==> src/kfsw_pkg.sv <==
package kfsw_pkg;

  // Window depth of the estimator; the configured window limit is clamped to it.
  localparam int WINDOW_DEPTH = 32;

  localparam int STAMP_W  = 48;
  localparam int POS_W    = 32;
  localparam int QUAT_W   = 16;
  localparam int INDEX_W  = 32;
  localparam int COUNT_W  = 6;
  localparam int REASON_W = 3;

  localparam int INTV_W   = 32;
  localparam int DIST_W   = 63;
  localparam int COS_W    = 15;
  localparam int CFG_W    = 63;
  localparam int CFG_IDX_W = 3;

  // Register indexes of the configuration port.
  localparam logic [CFG_IDX_W-1:0] CFG_MIN_INTERVAL = 3'd0;
  localparam logic [CFG_IDX_W-1:0] CFG_MAX_INTERVAL = 3'd1;
  localparam logic [CFG_IDX_W-1:0] CFG_MIN_DIST_SQ  = 3'd2;
  localparam logic [CFG_IDX_W-1:0] CFG_COS_HALF     = 3'd3;
  localparam logic [CFG_IDX_W-1:0] CFG_MAX_WINDOW   = 3'd4;

  localparam logic [INTV_W-1:0]  RST_MIN_INTERVAL = 32'd100000;
  localparam logic [INTV_W-1:0]  RST_MAX_INTERVAL = 32'd1000000;
  localparam logic [DIST_W-1:0]  RST_MIN_DIST_SQ  = 63'd1048576;
  localparam logic [COS_W-1:0]   RST_COS_HALF     = 15'd32743;
  localparam logic [COUNT_W-1:0] RST_MAX_WINDOW   = 6'd10;

  typedef enum logic [REASON_W-1:0] {
    REASON_FIRST  = 3'd0,
    REASON_SOON   = 3'd1,
    REASON_MAXINT = 3'd2,
    REASON_MOVED  = 3'd3,
    REASON_TURNED = 3'd4,
    REASON_SAME   = 3'd5
  } reason_t;

  typedef struct packed {
    logic [INTV_W-1:0]  min_interval_us;
    logic [INTV_W-1:0]  max_interval_us;
    logic [DIST_W-1:0]  min_dist_sq;
    logic [COS_W-1:0]   cos_half_angle;
    logic [COUNT_W-1:0] max_window;
  } cfg_t;

  typedef struct packed {
    logic [STAMP_W-1:0]       stamp_us;
    logic signed [POS_W-1:0]  pos_x;
    logic signed [POS_W-1:0]  pos_y;
    logic signed [POS_W-1:0]  pos_z;
    logic signed [QUAT_W-1:0] quat_w;
    logic signed [QUAT_W-1:0] quat_x;
    logic signed [QUAT_W-1:0] quat_y;
    logic signed [QUAT_W-1:0] quat_z;
  } sample_t;

  typedef struct packed {
    logic               create;
    reason_t            reason;
    logic [INDEX_W-1:0] index;
    logic [COUNT_W-1:0] window_count;
  } result_t;

endpackage

==> src/kfsw_cfg_regs.sv <==
module kfsw_cfg_regs (
  input  logic                             clk,
  input  logic                             rst_n,
  input  logic                             cfg_we,
  input  logic [kfsw_pkg::CFG_IDX_W-1:0]   cfg_index,
  input  logic [kfsw_pkg::CFG_W-1:0]       cfg_wdata,
  output kfsw_pkg::cfg_t                   cfg
);
  import kfsw_pkg::*;

  cfg_t cfg_r;

  always_ff @(posedge clk) begin
    if (!rst_n) begin
      cfg_r.min_interval_us <= RST_MIN_INTERVAL;
      cfg_r.max_interval_us <= RST_MAX_INTERVAL;
      cfg_r.min_dist_sq     <= RST_MIN_DIST_SQ;
      cfg_r.cos_half_angle  <= RST_COS_HALF;
      cfg_r.max_window      <= RST_MAX_WINDOW;
    end else if (cfg_we) begin
      // Writes to an index beyond the register list fall through and are dropped.
      unique case (cfg_index)
        CFG_MIN_INTERVAL: cfg_r.min_interval_us <= cfg_wdata[INTV_W-1:0];
        CFG_MAX_INTERVAL: cfg_r.max_interval_us <= cfg_wdata[INTV_W-1:0];
        CFG_MIN_DIST_SQ:  cfg_r.min_dist_sq     <= cfg_wdata[DIST_W-1:0];
        CFG_COS_HALF:     cfg_r.cos_half_angle  <= cfg_wdata[COS_W-1:0];
        CFG_MAX_WINDOW:   cfg_r.max_window      <= cfg_wdata[COUNT_W-1:0];
        default: ;
      endcase
    end
  end

  assign cfg = cfg_r;

endmodule

==> config.mk <==
export PLATFORM = sky130hd
export DESIGN_NAME = kfsw_cfg_regs
export DESIGN_NICKNAME = d
export VERILOG_FILES = /design/src/kfsw_pkg.sv /design/src/kfsw_cfg_regs.sv
export SDC_FILE = /design/constraint.sdc
export NUM_CORES = 1
export LEC_CHECK = 0
export BUFFER_PORTS_ARGS = -buffer_cell sky130_fd_sc_hd__buf_2
export CAP_MARGIN = 20
export CORE_ASPECT_RATIO = 0.9
export CORE_UTILIZATION = 49
export DETAILED_ROUTE_END_ITERATION = 16
export HOLD_SLACK_MARGIN = 0.05
export PLACE_DENSITY_LB_ADDON = 0.08
export SLEW_MARGIN = 20
export SYNTH_ARGS = -nofsm -noshare
export SYNTH_HDL_FRONTEND = slang
export SYNTH_SLANG_ARGS = --single-unit
==> constraint.sdc <==
create_clock -name clk -period 1.8 [get_ports clk]
set_clock_uncertainty 0.2 [all_clocks]
set_input_delay 0.36 -clock clk [delete_from_list [all_inputs] [get_ports clk]]
set_output_delay 0.36 -clock clk [all_outputs]
set_load 0.02 [all_outputs]
# Yosys cells after proc, flatten, opt, wreduce, memory -nomap -nowiden
# Index checks and enable logic that the tools add are counted.
op_classes:
  n_reduce_logical: 6
  n_eq_ne: 4
op_table:
  columns: ["cell", "count"]
  rows:
  - ["$reduce_and A2 Y1", 5]
  - ["$eq A3 B2 Y1 const B", 2]
  - ["$eq A3 B1 Y1 const B", 1]
  - ["$eq A3 B3 Y1 const B", 1]
  - ["$logic_not A3 Y1", 1]
totals:
  output_inout_bits: 148
  in_bits: 69
  ff_bits: 148

# Depth between registers and ports, before layout
depth:
  word_depth: 2
  depth_mapped: 4

# Worst setup path after synthesis
# No wires, ideal clock.
synth_timing:
  path_kind: "input to register"
  from: "in cfg_index[0] in the netlist's numbering"
  to: "reg cfg_r (netlist bit cfg[120])"
  setup_ns: 0.072
  n_path_buf: 1
  stages: 3
  required_time_ns: 1.528
  slack_ns: 0.352
  t_arrival_ns: 1.177
  path_cell_list: "nor4b_4 > buf_6 > mux2i_1"
synth_between:
  elab_chain_cells: 2
synth_lines:
  columns: ["element", "line", "rtl"]
  rows:
  - ["start: declaration", "kfsw_cfg_regs.sv:5", "input logic [kfsw_pkg::CFG_IDX_W-1:0] cfg_index,"]
  - ["$logic_not A3 Y1", "kfsw_cfg_regs.sv:22", "unique case (cfg_index)"]
  - ["$reduce_and A2 Y1 (no source line)", null, null]
  - ["end: declaration", "kfsw_cfg_regs.sv:11", "cfg_t cfg_r;"]
# Every way passes these cells.
# A chain may end at the register's enable or synchronous reset.

# Worst setup path after layout
layout_timing:
  from: "reg cfg_r (netlist bit cfg[0])"
  to: "out cfg[0] in the netlist's numbering"
layout_lines:
  columns: ["element", "line", "rtl"]
  rows:
  - ["end: declaration", "kfsw_cfg_regs.sv:7", "output kfsw_pkg::cfg_t cfg"]
# No word-level cell between the ends.

==> run_results.csv <==
group,metric,value,unit
yosys,yosysTopAreaCellShare,51.17,%
clock_network,cts_setup_buffers,0,
clock_network,ctsResizeCount,0,
yosys,syn_avg_cell_area,10.05,µm²
power_and_ir_drop,power.share.switching,22.92,%
floorplan,die_h,105.1,µm
layout,num_antenna_cells,0,
power_and_ir_drop,p_int,5.526,mW
yosys,seq_area_frac_synth,51.17,%
floorplan,num_io_pins,217,
yosys,synth_area_leader_cell,"dfxtp_1",
worst_setup_path,arrival,0.93,ns
yosys,async_reset_ff_share,0,%
timing,rsz0062_at_grt,"no",
yosys,synth.most_common_cell,"nand2_1",
clock_network,clockBufferDepth,2,
floorplan,dieWidth,116.6,µm
yosys,ys_top_cells_by_count,"nand2_1, dfxtp_1, mux2i_1",
layout,drive_above_1_share,30.39,%
yosys,syn_area,0.005791,mm²
timing,post-route-min-period,1.489,ns
detailed_routing,drt-wirelength-per-cell,14.46,µm
yosys,synth_cell_types,13,
worst_setup_path,worstSetupStartpointType,"flip-flop",
layout,nFillCells,920,
worst_setup_path,critical-path-top-delay-family,"flip-flops",
worst_setup_path,required,1.24,ns
timing,finalMaxSlewViolations,0,
clock_network,holdBufCountCts,53,
worst_setup_path,max_stage_delay,0.34,ns
yosys,ys_seq_elements,148,
worst_setup_path,cpMaxStageDelayCell,"dfxtp_1",
clock_network,clk_pin_slew,0.06,ns
power_and_ir_drop,fin_total_pwr,7.168,mW
clock_network,cts_max_level,4,
worst_setup_path,crit_path_max_fanout,2,
yosys,synth_area_leaders,"dfxtp_1, mux2i_1, nand2_1",
layout,fin_nets,905,
clock_network,cts_sinks,148,
detailed_routing,drc,0,
floorplan,core,0.01148,mm²
placed_design,dpl.hpwl,9.805,mm
power_and_ir_drop,switchingPower,1.643,mW
timing,max_freq,0.6715,GHz
worst_setup_path,critical_path_class,"flip-flop to output pin",
yosys,synth_edf_count,0,
clock_network,cts_tree,"done",
status,outcome,"complete, no violations",
power_and_ir_drop,cellPowerDensity,888.8,mW/mm²
clock_network,cts_root_buf,"clkbuf_16",
global_route,globalRouteOverflowTotal,0,
placed_design,portBuffers,216,
yosys,synth-main-ff-cell,"dfxtp_1",
global_route,grt_pass1_vias,4895,
power_and_ir_drop,seqPwrFrac,47.2,%
detailed_routing,first_iter_violations,233,
worst_setup_path,critPathBufInv,1,
detailed_routing,vias_per_cell,4.790,
detailed_routing,wl,14.53,mm
timing,fin_crit_sh,82.74,%
hold_path,holdCritPathClass,"primary input to flip-flop",
floorplan,fp-row-count,37,
clock_network,cts_buffers,17,
placed_design,place_congestion,0.7466,
layout,syn_to_final_growth,39.28,%
timing,tns,0,ns
detailed_routing,dr.pass1.iters,4,
power_and_ir_drop,clock_power_share,43.2,%
clock_network,clk_latency,0.40,ns
floorplan,dieArea,0.01226,mm²
yosys,syn_inst,576,
timing,setup_viol,0,
power_and_ir_drop,leakagePower,3.638,nW
yosys,synth_warnings,0,
timing,timing.hold.ws,0.06824,ns
yosys,synth_top_family_by_area,"multiplexers",
timing,hold_viol_final,0,
layout,post-route-util,70.25,%
floorplan,initial_core_util,50.44,%
global_route,grt_pass1_wl,23.05,mm
yosys,synth_compound_area_share,0,%
power_and_ir_drop,power_frac_comb,9.5,%
yosys,syn-num-nets,645,
global_route,grt.total_usage,24.37,%
detailed_routing,drtAntennaViolNets,0,
global_route,antenna_found_initial,0,
yosys,synth_mux_area_share,25.58,%
layout,largest_register_ffs,148,
detailed_routing,route.vias.total,4814,
worst_setup_path,path_cells,"buf_2",
worst_setup_path,endpoint_kind,"output pin",
yosys,synth_xor_area_share,0,%
yosys,synthAdderAreaFrac,0,%
power_and_ir_drop,worst_ir_drop_vdd,0.5452,mV
yosys,synth_simple_gate_area_share,18.67,%
timing,max_slew_margin,78.79,%
global_route,grt_max_degree,54,
run,cap_violations,0,
timing,worst_pin_slew,0.3181,ns
==> layer usage <==
metal  share of wire (%)  track usage [%]  vias up
li1                    -                -     2396
met1                  45            29.10     2260
met2                  47            41.00      146
met3                 6.5            7.425       12
met4                 1.1            8.499        0
met5                   0                0        -
==> layout by cell type, fill, tap and decap left out, drive strengths merged, types with 2 or more instances in the layout <==
cell,Yosys,layout
and4bb,2,2
buf,24,230
clkbuf,18,27
clkinv,0,5
dfxtp,148,148
dlygate4sd3,0,53
mux2i,148,148
nand2,182,182
nand4bb,2,2
nor2b,49,49
==> cell families after synthesis <==
| logic type | after synthesis |
|---|---|
| muxes | 148 |
| buffers and inverters | 42 |
| DFF | 148 |
| and+or+nand+nor | 238 |
==> power by group through the flow <==
stage          Combinational, mW  Clock [mW]  Sequential [mW]
3_3_place_gp               0.579           0             3.45
2_1_floorplan              0.270           0             3.54
6_report                   0.683        3.10             3.39
5_1_grt                    0.740        3.30             3.39
3_5_place_dp               0.593           0             3.46
4_1_cts                    0.684        3.16             3.39
==> path summary, 6_finish.rpt <==
| path | from | end | slack (ns) | depth (start not counted) |
|---|---|---|---|---|
| min | cfg_wdata[7] | cfg[28]$_SDFFE_PN0P_ | 0.07 | 3 |
| max reg2reg | cfg[125]$_SDFFE_PN1P_ | cfg[125]$_SDFFE_PN1P_ | 0.94 | 2 |
| min reg2reg | cfg[114]$_SDFFE_PN0P_ | cfg[114]$_SDFFE_PN0P_ | 0.25 | 2 |
| max | cfg[0]$_SDFFE_PN0P_ | cfg[0] | 0.31 | 1 |
==> worst min-delay path, delay by kind of cell <==
kind                   cells  cell delay (ns)
buffers and inverters      1             0.12
AND/OR/NAND/NOR            1             0.08
multiplexers               1             0.07
==> final cells by class <==
class | count | area [µm²] | share of cell area [%]
repair buffers | 283 | 1823 | 22.60
well taps | 156 | 195.2 | 2.420
multi-input cells | 386 | 2566 | 31.82
clock inverters | 5 | 25.02 | 0.3103
clock buffers | 27 | 493.0 | 6.112
flip-flops and latches | 148 | 2963 | 36.74
==> through the flow <==
stage	cells	instance area [µm²]	setup slack, ns
after floorplan	576	5791	0.3517
final	1005	8065	0.3107
after detailed placement	920	7017	0.1309
after CTS	1005	8065	0.2796
after global placement	920	7017	0.1963
after global routing	1005	8065	0.2484
(Power assumes the default switching activity.)
